$ cat config.mk
export PLATFORM = sky130hd
export DESIGN_NAME = fpa_queue
export DESIGN_NICKNAME = d
export VERILOG_FILES = /design/src/hdl/fpa_pkg.sv /design/src/hdl/fpa_queue.sv
export SDC_FILE = /design/constraint.sdc
export NUM_CORES = 1
export LEC_CHECK = 0
export BUFFER_PORTS_ARGS = -buffer_cell sky130_fd_sc_hd__buf_2
export CAP_MARGIN = 20
export CORE_ASPECT_RATIO = 0.8
export CORE_UTILIZATION = 45
export DETAILED_ROUTE_END_ITERATION = 8
export GPL_TIMING_DRIVEN = 0
export PLACE_DENSITY = 0.7
export SYNTH_ARGS = -nofsm -noshare
export SYNTH_HDL_FRONTEND = slang
export SYNTH_SLANG_ARGS = --single-unit
$ cat constraint.sdc
create_clock -name clk -period 13.2 [get_ports clk]
set_input_delay 1.32 -clock clk [delete_from_list [all_inputs] [get_ports clk]]
set_output_delay 1.32 -clock clk [all_outputs]
set_load 0.01 [all_outputs]
$ cat src/hdl/fpa_pkg.sv
// Package for the fixed-point ALU: word types, opcodes, constants.
`default_nettype none
package fpa_pkg;
  localparam int FracBits = 8;
  localparam int DataW = 32;
  localparam int NumW = DataW + FracBits;
  localparam int DivSteps = NumW;

  typedef enum logic [3:0] {
    OP_ADD = 4'd0, OP_SUB = 4'd1, OP_MUL = 4'd2, OP_DIV = 4'd3,
    OP_GT = 4'd4, OP_LT = 4'd5, OP_GE = 4'd6, OP_LE = 4'd7,
    OP_EQ = 4'd8, OP_NE = 4'd9, OP_MIN = 4'd10, OP_MAX = 4'd11,
    OP_INC = 4'd12, OP_DEC = 4'd13, OP_FROM_INT = 4'd14, OP_TO_INT = 4'd15
  } op_t;

  typedef struct packed {
    logic [3:0] op;
    logic signed [31:0] operand_a;
    logic signed [31:0] operand_b;
  } in_word_t;

  typedef struct packed {
    logic signed [31:0] result_value;
    logic compare_flag;
    logic divide_by_zero;
  } out_word_t;

  // Classified word passed from front to back
  typedef struct packed {
    logic is_mul;
    logic is_div;
    logic neg_q;
    logic [NumW-1:0] num_mag;
    logic [DataW-1:0] den_mag;
    logic signed [31:0] mul_a;
    logic signed [31:0] mul_b;
    out_word_t simple;
  } job_t;
endpackage
`default_nettype wire

$ cat src/hdl/fpa_queue.sv
// Two-entry queue between front and back end.
`default_nettype none
module fpa_queue import fpa_pkg::*; (
  input  wire clk,
  input  wire rst,
  input  wire push,
  input  wire job_t push_job,
  output logic full,
  input  wire pop,
  output logic empty,
  output job_t head
);
  job_t mem [2];
  logic wp, rp;
  logic [1:0] count;

  assign full = count == 2'd2;
  assign empty = count == 2'd0;
  assign head = mem[rp];

  always_ff @(posedge clk) begin
    if (push) mem[wp] <= push_job;
    if (rst) begin
      wp <= 1'b0;
      rp <= 1'b0;
      count <= 2'd0;
    end else begin
      if (push) wp <= ~wp;
      if (pop) rp <= ~rp;
      count <= count + {1'b0, push} - {1'b0, pop};
    end
  end
endmodule
`default_nettype wire

==> out/summary.txt <==
1st-iter DRT viols = 384
Clk_skew = 9.17 ps
Clk sinks = 351
Commonest non-fill, non-tap cell in the layout = buf_2
Worst R2R End = mem[0][167]
Post-synth top area cell = edfxtp_1
DR DRC count = 0
Delay of the slowest critical-path stage = 360 ps
Worst Setup Start Kind = register
Slew margin rel. = 42.1%
Crit path buffers/inverters = 3
Highest Signal Layer = met5
Antenna-violating nets left = 0
Final Util = 59.0%
Netlist cell types = 12
Levels on crit path = 4
CP endpoint = head[129]
Yosys top cell area share = 81.1%
Footprint of the multi-input gates = 2070 um2
RSZ-0062 raised after global routing = no
Cell class contributing the biggest share of worst-path delay = buffers and inverters
Largest net degree at the start of global routing = 66
Internal = 1.99 mW
Hold violation count in the final report = 0
Initial Util = 46.3%
DRT Pass-1 Iters = 4
Synth Warn # = 0
I/O pin total = 352
Total setup buffers inserted after CTS = 0
Post-route clock period utilization = 23.6%
H-tree levels = 2
Initial antenna violation count = 5
Worst r2r path cells = 4
Crit Path Max Fanout = 10
Metal3 WL = 2430 um
Dpl hpwl = 17500 um
Die Footprint = 29100 um2
Number of global-route vias before repair = 6857
Synthesis-stage register bit count = 351
Fillers = 2165
Pwr per Cell Area = 156 nW/um2
PnR Total Power = 2.54 mW
Placed insts = 1282
GP Congestion = 0.744
Leakage = 6.11 nW
Req. time, crit path = 11880 ps
Max Freq = 321 MHz
R2R Setup Slk = 11150 ps
CTS root buf = clkbuf_16
Fraction of layout cells with a size suffix above 1 = 61.0%
Wire per inst = 19.2 um
Core box area = 27600 um2
Wire length on met2 = 12500 um
Worst-Margin Slew = 869 ps
Worst path cell trace = buf_6 > clkbuf_8 > mux2_2 > buf_2
Clock Power Share = 36.7%
Clock Tree Buf Depth = 3
Hold_buf cts = 0
First-pass GRT wire length = 38300 um
Dpl cell area = 15200 um2
Via count = 6637
Register area share after synthesis = 81.9%
PostCTS Resize Cnt = 0
Synth area leaders = edfxtp_1 81%, mux2_2 15%, clkbuf_8 1.6%
Worst hold path type = reg2reg
Max Slew Vio Count = 0
CTS clock-pin slew for the worst setup and hold paths = 60 ps
Storage cell area = 10500 um2
Worst skew pair latency = 510 ps
Cell Rows = 54
Cts bufs inserted = 35
Crit. End Element = output port
Reg2reg start = wp
Net Sw Frac = 21.6%
Area grow syn2layout = 27.2%
Data arrival time of the worst path = 1800 ps
Die width = 191 um
Slowest cell on crit path = dfxtp_1
Finished Cell Area = 16300 um2
Count of final setup violators = 0
Tmin final = 3120 ps
P_sw = 550 uW
GR Util All Layers = 17.5%
Syn_nets = 738
Logic pwr share = 11.5%
Final WL = 25800 um
Final cell count without fillers = 1345
Max cap viols = 0
Number of vias per cell = 4.93
Congestion Overflow GR = 0
Mapped cell area = 12800 um2
Setup Crit Path Kind = reg2out
Reg power frac = 51.8%
Most frequent cells in the layout = 351 x buf_2, 346 x edfxtp_1, 173 x mux2_2
Post-synthesis instance total = 559
Syn avg cell area = 22.9 um2
# nets final = 1134
Die H = 153 um
Status = completed
CTS tree = built
I/O Buffers = 351
Peak supply drop = 0.000108 V
Wl on met1 = 10300 um
-- per-stage QoR --
step / TNS (ps) / setup slack [ps] / hold slack [ps]
finish: 0 / 10080 / 523
global route: 0 / 9970 / 597
CTS: 0 / 10030 / 534
detailed placement: 0 / 9970 / 519
global placement: -177230 / -1040 / 500
floorplan: 0 / 3680 / 480
-- tightest hold or removal path: stages, from the launching register on --
cell	delay [ps]
dfxtp_1	320
xnor2_1	90
nor2_1	80
-- Yosys cell counts --
cell,n
edfxtp_1,346
mux2_2,173
clkbuf_8,15
dfxtp_1,5
nor2_1,5
buf_6,4
nor2b_1,3
ha_1,2
inv_1,2
xnor2_1,2
and2_1,1
xnor3_1,1
-- power by group through the flow --
stage	sequential, mW	combinational [mW]	clock (mW)
final	1.32	0.292	0.933
after global placement	1.36	0.280	0
after floorplan	1.35	0.161	0
after detailed placement	1.34	0.295	0
after global routing	1.32	0.315	1.00
after CTS	1.32	0.297	0.961
-- how the worst min path moves through the flow --
stage | start | end | slack (ps) | depth (start not counted)
2_1_floorplan | rp | register | 480 | 2
4_1_cts | rp | rp | 530 | 2
3_3_place_gp | rp | register | 500 | 2
6_report | rp | rp | 520 | 2
3_5_place_dp | rp | rp | 520 | 2
5_1_grt | rp | rp | 600 | 2
-- final cells by class --
cell class                      instances  share of cell area [%]
Sequential cell                       351                    64.4
Multi-Input combinational cell        187                    12.7
Timing Repair Buffer                  359                    11.9
Clock buffer                           47                    5.91
Tap cell                              364                    2.80
Buffer                                 19                    1.54
Clock inverter                         12                   0.653
Antenna cell                            4                  0.0614
Inverter                                2                  0.0461
-- state kept, by name (all words and copies together), names as in the netlist, named ones only --
name,cells
mem,346
count,2
rp,1
wp,1
-- kinds of logic (layout without fill, tap and decap cells) --
group / Yosys count / in the layout / synth area share, %
DFF: 351 / 351 / 81.9
adders and majority gates: 2 / 2 / 0.195
buffers and inverters: 21 / 439 / 2.02
other: 0 / 4 / 0
and+or+nand+nor: 9 / 9 / 0.342
xor gates and xnor gates: 3 / 3 / 0.313
muxes: 173 / 173 / 15.2
-- per-layer routing --
| layer | up-vias | track usage, % |
|---|---|---|
| met2 | 261 | 28.5 |
| li1 | 3026 | - |
| met1 | 3310 | 21.3 |
| met5 | - | 0 |
| met4 | 2 | 6.44 |
| met3 | 38 | 6.43 |
Note: power is estimated with default switching activity, not from simulation.
