[config.mk]
export PLATFORM = sky130hd
export DESIGN_NAME = fpa_front
export DESIGN_NICKNAME = d
export VERILOG_FILES = /design/src/hdl/fpa_pkg.sv /design/src/hdl/fpa_front.sv
export SDC_FILE = /design/constraint.sdc
export NUM_CORES = 1
export LEC_CHECK = 0
export ABC_AREA = 0
export BUFFER_PORTS_ARGS = -buffer_cell sky130_fd_sc_hd__buf_2
export CAP_MARGIN = 20
export CORE_AREA = 10 10 140 142
export DETAILED_ROUTE_END_ITERATION = 7
export DIE_AREA = 0 0 150 152
export GPL_ROUTABILITY_DRIVEN = 0
export PLACE_DENSITY = 0.71
export RECOVER_POWER = 50
export SYNTH_ARGS = -nofsm -noshare
export SYNTH_HDL_FRONTEND = slang
export SYNTH_SLANG_ARGS = --single-unit
[constraint.sdc]
create_clock -name vclk -period 6
set_input_delay 0.3 -clock vclk [all_inputs]
set_output_delay 0.3 -clock vclk [all_outputs]
set_load 0.005 [all_outputs]
[src/hdl/fpa_pkg.sv]
// Package for the fixed-point ALU: word types, opcodes, constants.
`default_nettype none
package fpa_pkg;
  localparam int FracBits = 8;
  localparam int DataW = 32;
  localparam int NumW = DataW + FracBits;
  localparam int DivSteps = NumW;

  typedef enum logic [3:0] {
    OP_ADD = 4'd0, OP_SUB = 4'd1, OP_MUL = 4'd2, OP_DIV = 4'd3,
    OP_GT = 4'd4, OP_LT = 4'd5, OP_GE = 4'd6, OP_LE = 4'd7,
    OP_EQ = 4'd8, OP_NE = 4'd9, OP_MIN = 4'd10, OP_MAX = 4'd11,
    OP_INC = 4'd12, OP_DEC = 4'd13, OP_FROM_INT = 4'd14, OP_TO_INT = 4'd15
  } op_t;

  typedef struct packed {
    logic [3:0] op;
    logic signed [31:0] operand_a;
    logic signed [31:0] operand_b;
  } in_word_t;

  typedef struct packed {
    logic signed [31:0] result_value;
    logic compare_flag;
    logic divide_by_zero;
  } out_word_t;

  // Classified word passed from front to back
  typedef struct packed {
    logic is_mul;
    logic is_div;
    logic neg_q;
    logic [NumW-1:0] num_mag;
    logic [DataW-1:0] den_mag;
    logic signed [31:0] mul_a;
    logic signed [31:0] mul_b;
    out_word_t simple;
  } job_t;
endpackage
`default_nettype wire

[src/hdl/fpa_front.sv]
// Front end: decodes the opcode, computes simple results, prepares mul/div operands.
`default_nettype none
module fpa_front import fpa_pkg::*; (
  input  wire in_word_t in_w,
  output job_t job
);
  logic signed [31:0] a, b;
  logic gt, eq;
  logic [DataW-1:0] ua_mag, ub_mag;
  op_t op;

  always_comb begin
    op = op_t'(in_w.op);
    a = in_w.operand_a;
    b = in_w.operand_b;
    gt = a > b;
    eq = a == b;
    ua_mag = a[31] ? (~a + 32'd1) : a;
    ub_mag = b[31] ? (~b + 32'd1) : b;
    job = '0;
    job.mul_a = a;
    job.mul_b = b;
    job.num_mag = {ua_mag, {FracBits{1'b0}}};
    job.den_mag = ub_mag;
    job.neg_q = a[31] ^ b[31];
    unique case (op)
      OP_ADD: job.simple.result_value = a + b;
      OP_SUB: job.simple.result_value = a - b;
      OP_MUL: job.is_mul = 1'b1;
      OP_DIV: begin
        job.is_div = (b != 32'sd0);
        job.simple.divide_by_zero = (b == 32'sd0);
      end
      OP_GT: job.simple.compare_flag = gt;
      OP_LT: job.simple.compare_flag = !gt && !eq;
      OP_GE: job.simple.compare_flag = gt || eq;
      OP_LE: job.simple.compare_flag = !gt;
      OP_EQ: job.simple.compare_flag = eq;
      OP_NE: job.simple.compare_flag = !eq;
      OP_MIN: job.simple.result_value = gt ? b : a;
      OP_MAX: job.simple.result_value = (gt || eq) ? a : b;
      OP_INC: job.simple.result_value = a + 32'sd1;
      OP_DEC: job.simple.result_value = a - 32'sd1;
      OP_FROM_INT: job.simple.result_value = a <<< FracBits;
      OP_TO_INT: job.simple.result_value = a >>> FracBits;
      default: job.simple.result_value = '0;
    endcase
  end
endmodule
`default_nettype wire

==> impl_metrics.yaml, run 1 <==
synth:
  netlist_instances: 1085
  yosys_warnings: 0
  ys_seq_area_frac: 0
  syn-cell-area_mm2: 0.00743
  synth_cell_types: 76
  synth_area_per_cell_um2: 6.85
finish:
  post-route-util: 0.480
  design.seq.count: 0
  nets: 1334
  area.growth.synth_to_final_pct: 9.38
  drive_gt1_frac: 0.188
  regArea_um2: 0
  n_clock_buffer: 0
timing:
  fmax_mhz: 175
  final.period_utilization: 0.955
  setup_tns_ns: 0
  hold_viol_final: 0
  drv_slew: 74
  setup_violations: 0
  tightest_slew_ns: 1.92
  relSlewSlack: -0.281
  worst_slack_ns: 0.273
  min_period_ns: 5.73
  rsz0062_at_grt: "false"
grt:
  track_usage: 0.275
  grt_overflow: 0
  grt_max_degree: 39
  grt_pass1_vias: 9133
  antenna_found_initial: 2
  grt_pass1_wl_um: 50800
run:
  cap_violations: 2
routing:
  vias: 9220
  first_pass_iters: 8
  postRouteAntennaNets: 0
  wl_per_cell_um: 23.8
  drt_first_iter_violations: 1013
  drcViolationCount: 0
  viasPerCell: 6.48
  routed_wirelength_um: 33800
critical_path:
  crit_type: "input pin to primary output"
  path_cells: "buf_2, inv_1, ha_2, or3b_4, or4_4, or3_4, nand3b_4, or3_4, or3_4, or3_1, xnor2_1, a21oi_1, ha_1, a21o_1, a21oi_1, o22ai_1, a221o_1, a2111oi_1, o311ai_1, buf_2"
  crit_top_cell: "or3_4"
  slowest_stage: "or4_4"
  critPathMaxStageDelay_ns: 0.48
  path_max_fanout: 6
  cp-start-kind: "input pin"
  arrival_ns: 5.43
  crit_required_ns: 5.70
  cp-end-kind: "primary output"
cts:
  cts_hold_buffers: 0
  postCtsSetupBuffers: 0
die:
  fp.coreArea_mm2: 0.0169
  chipWidth_um: 150
  std_cell_rows: 48
  die-area_mm2: 0.0228
  start_util: 0.439
  fp.dieH_um: 152
  ios: 241
power_and_ir_drop:
  p_leak_nw: 3.70
  peakVddDrop_v: 0.0000775
  p_per_area_mw_per_mm2: 116
run_status:
  status: "complete, but fails checks"
  violations: "max-capacitance violations, max-slew violations"
min_path:
  min_path_cells: 2
  hp-class: "input pin to primary output"
  min_to: "job[35]"
  min-delay-start: "in_w[1]"
placed_design:
  port_buffers: 233
  preCtsSetupSlack_ns: 0.154
  dp_hpwl_um: 26300
-- Yosys cell counts, types with 4 or more instances --
cell type / n / area [µm²]
o31ai_1: 12 / 90.1
o211ai_1: 6 / 45.0
or3_1: 21 / 131
or4_1: 9 / 67.6
and2_1: 6 / 37.5
and4_1: 5 / 43.8
nand2b_1: 22 / 138
a31oi_1: 14 / 87.6
nor2_1: 50 / 188
or2_2: 9 / 56.3
xnor2_1: 105 / 920
a211o_1: 4 / 35.0
nor2b_1: 4 / 25.0
o21a_1: 7 / 52.6
clkbuf_1: 61 / 229
a2111oi_0: 4 / 35.0
buf_4: 74 / 556
a221o_1: 8 / 80.1
buf_1: 5 / 18.8
ha_1: 66 / 826
o21ai_0: 64 / 320
xor2_1: 26 / 228
a22oi_1: 12 / 90.1
nor3_1: 18 / 90.1
a21oi_1: 97 / 485
a221oi_1: 14 / 123
nand2_1: 82 / 308
mux2_2: 12 / 135
a222oi_1: 10 / 100
o2111ai_1: 4 / 35.0
o21ai_1: 6 / 30.0
and3_1: 6 / 37.5
a211oi_1: 8 / 60.1
inv_1: 49 / 184
nand3_1: 17 / 85.1
nand3b_1: 4 / 30.0
o22ai_1: 4 / 25.0
mux2i_1: 29 / 290
nor4b_1: 4 / 35.0
nand4_1: 13 / 81.3
a21o_1: 39 / 293
o21bai_1: 9 / 67.6
o41ai_1: 5 / 43.8
nor4_1: 5 / 31.3
o221ai_1: 10 / 87.6
-- routing by layer --
layer	track usage	wire length, µm
met2	0.451	15200
met4	0.150	2000
met5	0	10
met3	0.0760	4350
met1	0.314	12200
-- repair_timing --
item                                   4_1_cts  5_1_grt
resized for setup                            0        5
setup endpoints to repair                    0        1
endpoints found under the hold margin        0        0
-- critical path: cells and delay by family --
| family | cells | cell delay, ns |
|---|---|---|
| AO/OA/AOI/OAI | 7 | 1.32 |
| buffers and inverters | 3 | 0.46 |
| adder cells (fa/ha/maj) | 2 | 0.60 |
| XOR/XNOR | 1 | 0.15 |
| AND/OR/NAND/NOR | 7 | 2.58 |
-- placed cells by master, fill, tap and decap left out, types with 10 or more instances in the layout --
master    count
xor2_1       26
nor2_1       49
ha_1         65
nand4_1      13
o21ai_0      64
inv_1        49
a21oi_1      96
o221ai_1     10
a21o_1       39
mux2_2       12
a22oi_1      12
clkbuf_1     65
a222oi_1     10
mux2i_1      29
a221oi_1     14
nand2b_1     22
xnor2_1     105
nand2_1      82
nand3_1      17
o31ai_1      12
or3_1        20
nor3_1       18
a31oi_1      14
buf_2       170
buf_4        13
-- kinds of logic (layout without fill, tap and decap cells) --
logic type,Yosys count,in the layout,share of synthesized area
AO/OA/AOI/OAI,360,360,0.322
XOR/XNOR,131,131,0.154
adder cells (fa/ha/maj),68,68,0.117
buffers and inverters,193,297,0.136
multiplexers,41,41,0.0573
other,1,9,0.000505
AND/OR/NAND/NOR,291,291,0.213
-- how the worst max path moves through the flow --
stage | endpoint | slack [ns] | cells after the start | startpoint
global placement | job[32] | 0.26 | 20 | in_w[0]
CTS | job[32] | 0.14 | 20 | in_w[0]
global route | job[32] | 0.01 | 20 | in_w[0]
floorplan | job[32] | 0.79 | 19 | in_w[1]
finish | job[32] | 0.27 | 20 | in_w[0]
detailed placement | job[32] | 0.15 | 20 | in_w[0]
-- power breakdown --
part | total (mW) | switching, mW | internal (mW)
sequential | 0 | 0 | 0
clock | 0.0000000223 | 0 | 0.0000000223
combinational | 0.941 | 0.562 | 0.379
-- final cells by class --
type                       count  area, µm²
fill                        1806       8810
multi-input combinational    899       6460
timing repair buffer         248       1190
tap                          225        282
inverter                      49        184
antenna                        1       2.50
-- through the flow --
step / cell area, µm² / power, mW / instances / hold slack [ns]
after floorplan: 7450 / 0.624 / 1092 / 0.633
after global placement: 8200 / 0.914 / 1421 / 0.806
after detailed placement: 8200 / 0.921 / 1421 / 0.807
after CTS: 8200 / 0.928 / 1421 / 0.808
after global routing: 8120 / 1.02 / 1421 / 0.832
final: 8120 / 0.941 / 1422 / 0.824
No activity file was read; power rests on OpenSTA's default activity.
==> inputs of run 2 (changes only) <==
PLACE_DENSITY = 0.74   (was 0.71)
RECOVER_POWER = 100   (was 50)
clock period = 5.2 ns   (was 6 ns; I/O delays follow)
==> run 2 against run 1 <==
The run now ends clean. Global-route usage fell by 0.57 points. Hold slack worse by 0.097 ns. Sequential share of layout area is the same. First-iteration DRC count decreased by 1.7%. Wire length barely moved. Critical endpoint is now job[27]. Highest routed layer unchanged.
==> impl_metrics.yaml, run 2 (synthesis gave the netlist of run 1 again) <==
run_status:
  status: "finished, final reports clean"
power_and_ir_drop:
  peakVddDrop_v: 0.0000636
  p_sw_mw: 0.654
  switching_share: 0.585
  pwr-share-seq: 0
  pwr-share-comb: 1.000
  p_leak_nw: 4.05
  p_per_area_mw_per_mm2: 130
  p_clk_frac: 0
  internal-power_mw: 0.464
min_path:
  hp-class: "input pin to primary output"
  min-delay-start: "in_w[1]"
timing:
  setup_violations: 0
  hold_viol_final: 0
  final.period_utilization: 0.973
  setup_tns_ns: 0
  tightest_slew_ns: 0.961
  relSlewSlack: 0.357
  drv_slew: 0
  fmax_mhz: 198
  rsz0062_at_grt: "true"
  min_period_ns: 5.06
  worst_slack_ns: 0.138
die:
  ios: 241
  fp.dieH_um: 152
  chipWidth_um: 150
  fp.coreArea_mm2: 0.0169
  start_util: 0.439
  std_cell_rows: 48
  die-area_mm2: 0.0228
finish:
  n_clock_buffer: 0
  drive_gt1_frac: 0.268
  diodes: 0
  layout_common_cells: "buf_2, xnor2_1, a21oi_1"
  nets: 1372
  area.growth.synth_to_final_pct: 15.5
  design.seq.count: 0
  post-route-util: 0.506
  final_cell_area_mm2: 0.00858
  regArea_um2: 0
  layout_commonest_cell: "buf_2"
critical_path:
  cp-start-kind: "input pin"
  critPathMaxStageDelay_ns: 0.61
  cp-end-kind: "primary output"
  crit_type: "input pin to primary output"
  crit_required_ns: 4.94
  crit_top_cell: "or3_1"
  startpoint: "in_w[0]"
  cp_top_family: "simple AND/OR/NAND/NOR gates"
  path_cells: "buf_8, or4_1, or4_4, buf_4, or2_2, or3_1, xnor2_1, a21oi_1, ha_1, a21o_1, or3_1, o21ai_0, nand3b_1, xor2_1, a221oi_1, o211ai_1, buf_2"
  slowest_stage: "or4_1"
  arrival_ns: 4.80
  cp_num_buf_inv: 3
  path_max_fanout: 5
routing:
  drcViolationCount: 0
  first_pass_iters: 7
  viasPerCell: 6.44
  drt_first_iter_violations: 996
  vias: 9392
  postRouteAntennaNets: 0
  routed_wirelength_um: 33800
  wl_per_cell_um: 23.2
placed_design:
  preCtsSetupSlack_ns: -0.152
  dpl_cell_area_mm2: 0.00847
  dp_hpwl_um: 26500
  port_buffers: 233
grt:
  track_usage: 0.269
  antenna_found_initial: 1
  grt_overflow: 0
  grt_max_degree: 38
  grt_pass1_wl_um: 50000
  grt_pass1_vias: 9168
run:
  cap_violations: 0
cts:
  cts_hold_buffers: 0
-- run 2: cell types whose count changed in the layout (fill, tap and decap cells not counted), moves of 2 or more --
cell and change:
clkbuf_1 -54, buf_2 +50, buf_4 +40, a21oi_1 -3, a21oi_2 +3, a31oi_1 -2
a31oi_2 +2, inv_1 -2
-- run 2: power by group through the flow --
| stage | registers, mW | clock network (mW) | logic (mW) |
|---|---|---|---|
| global placement | 0 | 0 | 1.06 |
| CTS | 0 | 0 | 1.08 |
| floorplan | 0 | 0 | 0.720 |
| detailed placement | 0 | 0 | 1.07 |
| finish | 0 | 0 | 1.12 |
| global route | 0 | 0 | 1.21 |
-- run 2: layout make-up --
| class | count | area [µm²] |
|---|---|---|
| tap | 225 | 282 |
| inverter | 49 | 191 |
| multi-input combinational | 899 | 6540 |
| timing repair buffer | 286 | 1570 |
| fill | 1750 | 8360 |
-- run 2: final timing paths --
| check | to | slack, ns | cells after the start |
|---|---|---|---|
| worst min-delay path | job[35] | 0.73 | 2 |
| worst max-delay path | job[27] | 0.14 | 17 |
-- run 2: through the flow --
step	total power [mW]	hold WS, ns	std cells
after floorplan	0.720	0.553	1092
after global routing	1.21	0.735	1459
after global placement	1.06	0.734	1457
after detailed placement	1.07	0.734	1457
final	1.12	0.727	1459
after CTS	1.08	0.735	1457
-- run 2: timing repair --
action	CTS	global route
pin swaps	0	11
endpoints found under the setup margin	1	7
resized for setup	4	24
buffers inserted	0	2
-- run 2: per-layer routing --
metal	share of wire	vias to the layer above	track usage
met1	0.36	4264	0.305
met5	0.00038	-	0
met4	0.068	2	0.150
met2	0.44	711	0.439
met3	0.13	171	0.0793
li1	-	4244	-
